--- config.mk ---
export PLATFORM = sky130hd
export DESIGN_NAME = vlam_ram
export DESIGN_NICKNAME = d
export VERILOG_FILES = /design/src/hdl/vlam_ram.sv
export SDC_FILE = /design/constraint.sdc
export NUM_CORES = 1
export LEC_CHECK = 0
export ABC_CLOCK_PERIOD_IN_PS = 2800
export BUFFER_PORTS_ARGS = -buffer_cell sky130_fd_sc_hd__clkbuf_2
export CAP_MARGIN = 0
export CORE_MARGIN = 2
export CORE_UTILIZATION = 65
export DETAILED_ROUTE_END_ITERATION = 8
export PLACE_DENSITY = 0.88
export SYNTH_ARGS = -nofsm -noshare
export SYNTH_HDL_FRONTEND = slang
export SYNTH_SLANG_ARGS = --single-unit
--- constraint.sdc ---
create_clock -name clk -period 2.8 [get_ports clk]
set_input_delay 0 -clock clk [delete_from_list [all_inputs] [get_ports clk]]
set_output_delay 0 -clock clk [all_outputs]
set_load 0.1 [all_outputs]
--- src/hdl/vlam_ram.sv ---
`default_nettype none
// ----------------------------------------------------------------------------
// vlam_ram
// simple dual port ram, one write and one registered read per cycle
// ----------------------------------------------------------------------------
module vlam_ram #(
	parameter int WIDTH = 8,
	parameter int DEPTH = 16
) (
	input  wire logic                     clk,
	input  wire logic                     we,
	input  wire logic [$clog2(DEPTH)-1:0] waddr,
	input  wire logic [WIDTH-1:0]         wdata,
	input  wire logic                     re,
	input  wire logic [$clog2(DEPTH)-1:0] raddr,
	output logic      [WIDTH-1:0]         rdata
);

	logic [WIDTH-1:0] mem [DEPTH];

	always_ff @(posedge clk) begin
		if (we) begin
			mem[waddr] <= wdata;
		end
		if (re) begin
			rdata <= mem[raddr];
		end
	end

endmodule
`default_nettype wire

==> impl_metrics.yaml, run 1 <==
run_status:
  status: "finished clean"
power:
  leakage_nw: 2.081
  power_density_nw_per_um2: 800.2
  power_w: 0.004927
  peakVddDrop_uv: 609.3
layout:
  fin_nets: 298
  postLayoutCoreUtil_pct: 79.27
  layout.cells.non_filler: 393
  syn2layout_area_growth_pct: 17.78
  diodes: 0
  drive_gt1_share_pct: 27.49
  final_common_cell: "edfxtp_1"
  layout_common_cells: "136 x edfxtp_1, 26 x clkbuf_2, 18 x mux4_2"
clock_network:
  clk_pin_slew_worst_paths_ns: 0.06
  root_buffer: "clkbuf_8"
  cts_setup_buffers: 0
  cts_tree: "done"
  numCtsBuffers: 17
  ctsHoldBuffers: 9
  post_cts_resize_count: 0
  clock_path_buffers: 2
  htreeDepth: 4
  cts_sinks: 136
  clock_latency_ns: 0.52
placement:
  dp_cells: 353
  io_buffers: 26
  pre_cts_ws_ns: 0.8012
  gp_congestion: 0.7347
  hpwlAfterDp_mm: 6.167
synth:
  synth_seq_cells: 136
  synth_area_leaders: "edfxtp_1 78%, mux4_2 7.8%, mux4_1 7.0%"
  synth_top_area_share_pct: 78.12
  synth_cells: 229
  synth_xor_area_share_pct: 0
  ys_seq_area_share_pct: 78.12
  synth_adder_area_share_pct: 0
  synthMuxAreaShare_pct: 14.79
  yosysTopAreaCell: "edfxtp_1"
  yosys_warnings: 0
  synth_compound_area_share_pct: 2.298
  synth_nets: 248
  synth_top_family_by_area: "multiplexers"
  yosys.area_share.simple_pct: 3.135
  avgSynthCellArea_um2: 22.83
  ys_types: 18
  syn-cell-area_um2: 5228
global_routing:
  grt_pass1_wl_mm: 16.45
  grt-busiest-layer: "met2"
  grt_pass1_vias: 2717
  antenna_found_initial: 0
  grt.total_usage_pct: 27.91
  grtUsageMet3_pct: 7.143
  gr-usage-met1_pct: 38.38
  grt_max_degree: 33
  grtUsageMet2_pct: 43.51
  grt.overflow.total: 0
sta:
  finalMaxSlewViolations: 0
  rsz0062_at_grt: "no"
  timing.setup.tns_ns: 0
  skew_ns: 0.009080
  fin_crit_sh_pct: 57.11
  relSlewSlack_pct: 33.00
  tightest_slew_ns: 1.001
  hold_viol_final: 0
  setup_ws_ns: 1.201
  fmax_mhz: 625.3
  setup_viol: 0
  fin_crit_ns: 1.599
drt:
  first_pass_iters: 5
  drt.antenna.violating_nets: 0
  wl_per_cell_um: 28.12
  viasPerCell: 6.611
  drc: 0
  num_vias: 2598
  drt-initial-drc-count: 186
  wl_mm: 11.05
worst_setup_path:
  critical_path_required_ns: 3.04
  worstPathArrival_ns: 1.84
  r2r-start: "mem[11][6]"
  cp-end-kind: "flop"
  start_kind: "flop"
  reg2regPathDepth: 3
  criticalPathCategory: "reg2reg"
  r2r_setup_slack_ns: 1.20
  critPathMaxFanout: 1
  reg2reg_to: "rdata[6]"
die:
  die_y_um: 93.68
  dieArea_um2: 8776
  core.rowCount: 32
  core-area_um2: 7767
  die_width_um: 93.68
  initial_core_util_pct: 67.30
  io_pins: 27
hold_path:
  whs_path_depth: 3
  holdPathEnd: "mem[4][3]"
  hp-start: "waddr[0]"
  min_path_type: "in2reg"
job:
  drv_cap: 0
metal layers:
metal  wire, um  up-vias
met5          0        -
li1           -     1086
met2       5617      142
met1       4562     1351
met4        254        0
met3        618       19
flip-flops by register name, indices dropped and copies added (netlist names):
| signal | flops |
|---|---|
| mem | 128 |
| rdata | 8 |
kinds of logic after synthesis:
family / Yosys count
compound gates: 16
simple gates: 35
mux: 32
buf+inv: 10
flops: 136
worst max-delay path: stages (launching register included):
cell and delay (ns):
edfxtp_1 0.41, mux4_2 0.49, a22oi_1 0.28, nand2_1 0.15
power by group:
| group | total [W] | internal [W] | leakage, nW | switching [W] |
|---|---|---|---|---|
| clock network | 0.00233 | 0.00153 | 0.298 | 0.000799 |
| logic | 0.000286 | 0.0000899 | 0.547 | 0.000196 |
| registers | 0.00231 | 0.00230 | 1.24 | 0.0000153 |
| total | 0.00493 | 0.00392 | 2.08 | 0.00101 |
cells in the mapped netlist:
cell type        count
mux4_1              14
mux4_2              18
buf_4                1
nor2b_1              1
nand2b_1             2
buf_6                3
buf_2                3
or3b_2               1
a22oi_1             16
nand3_1              1
and2_1               1
nand3b_1             2
and2b_1              1
clkdlybuf4s25_2      3
nor2_1              13
nand2_1              9
nor3_1               4
edfxtp_1           136
how the worst max path moves through the flow:
stage	startpoint	endpoint	cells after the start
finish	mem[11][6]	rdata[6]	3
global placement	raddr[0]	rdata[1]	5
global route	mem[11][6]	rdata[6]	3
floorplan	waddr[2]	mem[0][0]	2
detailed placement	raddr[0]	rdata[1]	5
CTS	mem[11][6]	rdata[6]	3
area by class of cell:
type | count | area, um^2
clock inverter | 12 | 201.4
tap | 102 | 127.6
fill | 386 | 1610
clock buffer | 19 | 421.7
sequential | 136 | 4084
multi-input combinational | 83 | 1057
timing repair buffer | 41 | 265.3
metrics by stage:
step	cell area, um^2	hold WS (ns)
detailed placement	5444	0.4017
CTS	6157	0.02478
floorplan	5228	0.09887
global placement	5444	0.3973
global route	6157	0.04638
finish	6157	0.05049
Power figures use the tool's default switching activity.
==> run 2, diff against run 1 <==
- ABC_CLOCK_PERIOD_IN_PS: 2800 -> 1600
- CORE_UTILIZATION: 65 -> 60
- PLACE_DENSITY: 0.88 -> 0.82
- clock period: 2.8 -> 1.6 ns (I/O delays scaled with it)
==> run 2 against run 1 <==
Final area up 0.67%. Total power up 60%. Utilization down 7.1 points. Sequential share of layout area down 0.44 points. Highest routed layer unchanged.
==> impl_metrics.yaml, run 2 (same netlist as run 1, synthesis figures left out) <==
sta:
  relSlewSlack_pct: 63.86
  fin_crit_ns: 1.582
  fmax_mhz: 632.3
  fin_crit_sh_pct: 98.85
  timing.setup.tns_ns: 0
  rsz0062_at_grt: "no"
  hold_viol_final: 0
  setup_viol: 0
  tightest_slew_ns: 0.5444
  skew_ns: 0.008043
  finalMaxSlewViolations: 0
drt:
  viasPerCell: 6.305
  num_vias: 2604
  wl_per_cell_um: 25.22
  first_pass_iters: 5
  drc: 0
  drt.antenna.violating_nets: 0
  wl_mm: 10.42
  drt-initial-drc-count: 272
hold_path:
  hp-start: "waddr[0]"
  min_path_type: "in2reg"
layout:
  top_register: "mem"
  fin_nets: 313
  diodes: 0
  nFillCells: 492
  reg_top3: "mem x128, rdata x8"
  largest_register_ffs: 128
  final_common_cell: "edfxtp_1"
  layout.cells.non_filler: 413
  drive_gt1_share_pct: 29.84
  syn2layout_area_growth_pct: 18.57
  layout_common_cells: "136 x edfxtp_1, 26 x clkbuf_2, 18 x mux4_2, 18 x buf_4"
clock_network:
  clock_latency_ns: 0.52
  cts_sinks: 136
  numCtsBuffers: 17
  clock_path_buffers: 2
  cts_tree: "done"
  htreeDepth: 4
  root_buffer: "clkbuf_8"
  post_cts_resize_count: 0
  clk_pin_slew_worst_paths_ns: 0.05
  ctsHoldBuffers: 9
  cts_setup_buffers: 0
power:
  p_sw_share_pct: 21.45
  comb_power_share_pct: 6.5
  pwr-share-seq_pct: 51.2
  switching_power_w: 0.001694
  clockPowerShare_pct: 42.3
  power_density_nw_per_um2: 1274
  power_w: 0.007898
  cellInternalPower_w: 0.006203
  peakVddDrop_uv: 865.6
  leakage_nw: 2.122
global_routing:
  grt.total_usage_pct: 23.84
  grt_pass1_vias: 2642
  grt_pass1_wl_mm: 15.97
  grt_max_degree: 33
  antenna_found_initial: 0
  grt.overflow.total: 0
die:
  die_y_um: 97.34
  core.rowCount: 34
  initial_core_util_pct: 60.83
  die_width_um: 97.34
  core-area_um2: 8593
  dieArea_um2: 9475
  io_pins: 27
worst_setup_path:
  start_kind: "flop"
  worstPathArrival_ns: 1.84
  r2r-start: "mem[1][5]"
  path_cells: "mux4_1 -> a22oi_1 -> nand2_1"
  criticalPathCategory: "reg2reg"
  cp_slowest_stage_delay_ns: 0.58
  critPathMaxFanout: 1
  cp-end-kind: "flop"
  path_buf_inv: 0
  crit_slowest_cell: "mux4_1"
  path_delay_family: "multiplexers"
  critical_path_required_ns: 1.86
  cp-startpoint: "mem[1][5]"
placement:
  gp_congestion: 0.7504
  dp_cells: 374
  hpwlAfterDp_mm: 6.120
  io_buffers: 26
job:
  drv_cap: 0
run_status:
  status: "finished clean"
-- run 2: metrics by stage --
| stage | setup slack [ns] | util [%] | instance area [um^2] | hold slack, ns |
|---|---|---|---|---|
| 2_1_floorplan | 0.1071 | - | 5228 | 0.09887 |
| 5_1_grt | 0.007648 | 72.13 | 6198 | 0.09475 |
| 6_report | 0.01846 | 72.13 | 6198 | 0.07748 |
| 4_1_cts | 0.01651 | 72.13 | 6198 | 0.06279 |
| 3_5_place_dp | 0.05758 | 65.19 | 5602 | 0.4163 |
| 3_3_place_gp | 0.04719 | 65.19 | 5602 | 0.4049 |
-- run 2: final cells by class --
type	instances	area, um^2	area share, %
Sequential cell	136	4084	65.89
Multi-Input combinational cell	83	1057	17.06
Clock buffer	19	421.7	6.803
Timing Repair Buffer	56	415.4	6.702
Tap cell	108	135.1	2.180
Clock inverter	11	85.08	1.373
-- run 2: worst paths after layout --
path | to | slack [ns] | cells after the start
worst max-delay path | rdata[5] | 0.02 | 3
worst min-delay path | mem[4][1] | 0.08 | 3
worst max register to register | rdata[5] | 0.02 | 3
worst min register to register | rdata[4] | 0.76 | 3
-- run 2: worst reg2reg max path, cell delays in order, from the launching register on --
cell      delay (ns)
edfxtp_1        0.41
mux4_1          0.58
a22oi_1         0.27
nand2_1         0.08
-- run 2: power groups by stage --
stage	sequential, W	clock [W]	combinational, W
after global placement	0.00411	0	0.000482
after floorplan	0.00423	0	0.000203
after CTS	0.00404	0.00338	0.000518
final	0.00404	0.00334	0.000514
after detailed placement	0.00411	0	0.000496
after global routing	0.00405	0.00353	0.000544
-- run 2: layer usage --
metal | up-vias | global-route usage (%) | routed length, um
li1 | 1111 | - | -
met2 | 132 | 38.14 | 5263
met1 | 1345 | 32.89 | 4180
met5 | - | 0 | 0
met4 | 0 | 8.654 | 214
met3 | 16 | 5.755 | 758
==> run 3, diff against run 2 <==
- ABC_CLOCK_PERIOD_IN_PS: 1600 -> 2029
- BUFFER_PORTS_ARGS: -buffer_cell sky130_fd_sc_hd__clkbuf_2 -> -buffer_cell sky130_fd_sc_hd__buf_2
- CORE_UTILIZATION: 60 -> 65
- PLACE_DENSITY: 0.82 -> 0.88
- clock period: 1.6 -> 2.03 ns (I/O delays scaled with it)
==> run 3 against run 2 <==
Critical path depth stayed put. Routed wire length rose by 9.5%. Combinational power fell by 21%. Total power is 15% lower. Clock power is 6.6% lower. Maximum frequency up 3.7%. Count of clock-buffer cells in the layout did not move. First-iteration DRC count increased by 37%. Sequential cell count stayed put.
==> impl_metrics.yaml, run 3 (same netlist as run 1, synthesis figures left out) <==
layout:
  nFillCells: 363
  drive_gt1_share_pct: 29.61
  top_register: "mem"
  syn2layout_area_growth_pct: 19.53
  reg_top3: "mem x128, rdata x8"
  final_common_cell: "edfxtp_1"
  postLayoutCoreUtil_pct: 80.44
  fin_area_um2: 6248
  largest_register_ffs: 128
  fin_nets: 310
  diodes: 0
  layout_common_cells: "136 x edfxtp_1, 26 x buf_2, 18 x mux4_2"
power:
  p_sw_share_pct: 21.20
  cellInternalPower_w: 0.005285
  comb_power_share_pct: 6.0
  leakage_nw: 2.137
  pwr-share-seq_pct: 47.5
  power_density_nw_per_um2: 1073
  switching_power_w: 0.001422
  peakVddDrop_uv: 836.8
  clockPowerShare_pct: 46.5
die:
  die_y_um: 93.68
  die_width_um: 93.68
  dieArea_um2: 8776
  core-area_um2: 7767
  initial_core_util_pct: 67.30
  io_pins: 27
  core.rowCount: 32
hold_path:
  holdPathEnd: "mem[4][2]"
  whs_path_depth: 3
  min_path_type: "in2reg"
  hp-start: "waddr[0]"
clock_network:
  root_buffer: "clkbuf_8"
  ctsHoldBuffers: 9
  cts_setup_buffers: 0
  post_cts_resize_count: 0
  htreeDepth: 4
  clock_latency_ns: 0.52
  clk_pin_slew_worst_paths_ns: 0.06
  cts_sinks: 136
  numCtsBuffers: 17
  cts_tree: "done"
  clock_path_buffers: 2
sta:
  fmax_mhz: 655.8
  setup_viol: 0
  fin_crit_ns: 1.525
  hold_viol_final: 0
  timing.setup.tns_ns: 0
  skew_ns: 0.007640
  setup_ws_ns: 0.5052
  relSlewSlack_pct: 44.58
  finalMaxSlewViolations: 0
  fin_crit_sh_pct: 75.11
  tightest_slew_ns: 0.8296
  rsz0062_at_grt: "no"
drt:
  viasPerCell: 6.594
  wl_mm: 11.41
  drt.antenna.violating_nets: 0
  wl_per_cell_um: 28.10
  drt-initial-drc-count: 372
  num_vias: 2677
  drc: 0
  first_pass_iters: 5
worst_setup_path:
  reg2regPathDepth: 3
  critPathMaxFanout: 1
  start_kind: "flop"
  reg2reg_to: "rdata[1]"
  worstPathArrival_ns: 1.79
  criticalPathCategory: "reg2reg"
  critical_path_required_ns: 2.29
  r2r-start: "mem[6][1]"
  r2r_setup_slack_ns: 0.51
  cp-end-kind: "flop"
  cp-startpoint: "mem[6][1]"
placement:
  hpwlAfterDp_mm: 6.050
  pre_cts_ws_ns: 0.4653
  placed_area_um2: 5559
  io_buffers: 26
  gp_congestion: 0.7381
global_routing:
  grt.total_usage_pct: 28.90
  grt_pass1_vias: 2739
  grt_pass1_wl_mm: 16.91
  antenna_found_initial: 0
  grt.overflow.total: 0
  grt_max_degree: 33
job:
  drv_cap: 0
run_status:
  status: "finished clean"
## run 3: routing by layer
metal	vias to the layer above	part of all wire (%)	GRT usage, %
li1	1109	-	-
met1	1355	37	39.58
met2	193	52	44.52
met3	20	9.4	9.069
met4	0	1.7	11.23
met5	-	0	0
## run 3: how the worst max path moves through the flow
stage / end / slack (ns)
5_1_grt: rdata[0] / 0.44
3_5_place_dp: rdata[0] / 0.47
3_3_place_gp: rdata[0] / 0.48
4_1_cts: rdata[1] / 0.50
6_report: rdata[1] / 0.51
2_1_floorplan: mem[0][0] / 0.54
## run 3: area by class of cell
class	count	area, um^2	share of cell area (%)
Sequential cell	136	4084	65.36
Multi-Input combinational cell	83	1057	16.92
Clock buffer	19	421.7	6.748
Timing Repair Buffer	53	380.4	6.087
Clock inverter	13	177.7	2.843
Tap cell	102	127.6	2.042
## run 3: worst max-delay path, cell delays in order (launching register included)
cell,delay (ns)
edfxtp_1,0.38
mux4_1,0.56
a22oi_1,0.22
nand2_1,0.11
## run 3: per-stage QoR
step                      std cells  power (W)  hold slack [ns]
after global placement          365   0.003604           0.3719
after global routing            406   0.006876          0.05507
after CTS                       406   0.006723          0.03854
after detailed placement        365   0.003623           0.3892
final                           406   0.006706          0.05926
after floorplan                 229   0.003494          0.09887
## run 3: power by group through the flow
stage,combinational (W),clock (W),sequential [W]
5_1_grt,0.000428,0.00326,0.00319
3_3_place_gp,0.000369,0,0.00323
3_5_place_dp,0.000382,0,0.00324
2_1_floorplan,0.000160,0,0.00333
4_1_cts,0.000404,0.00313,0.00319
6_report,0.000404,0.00312,0.00319
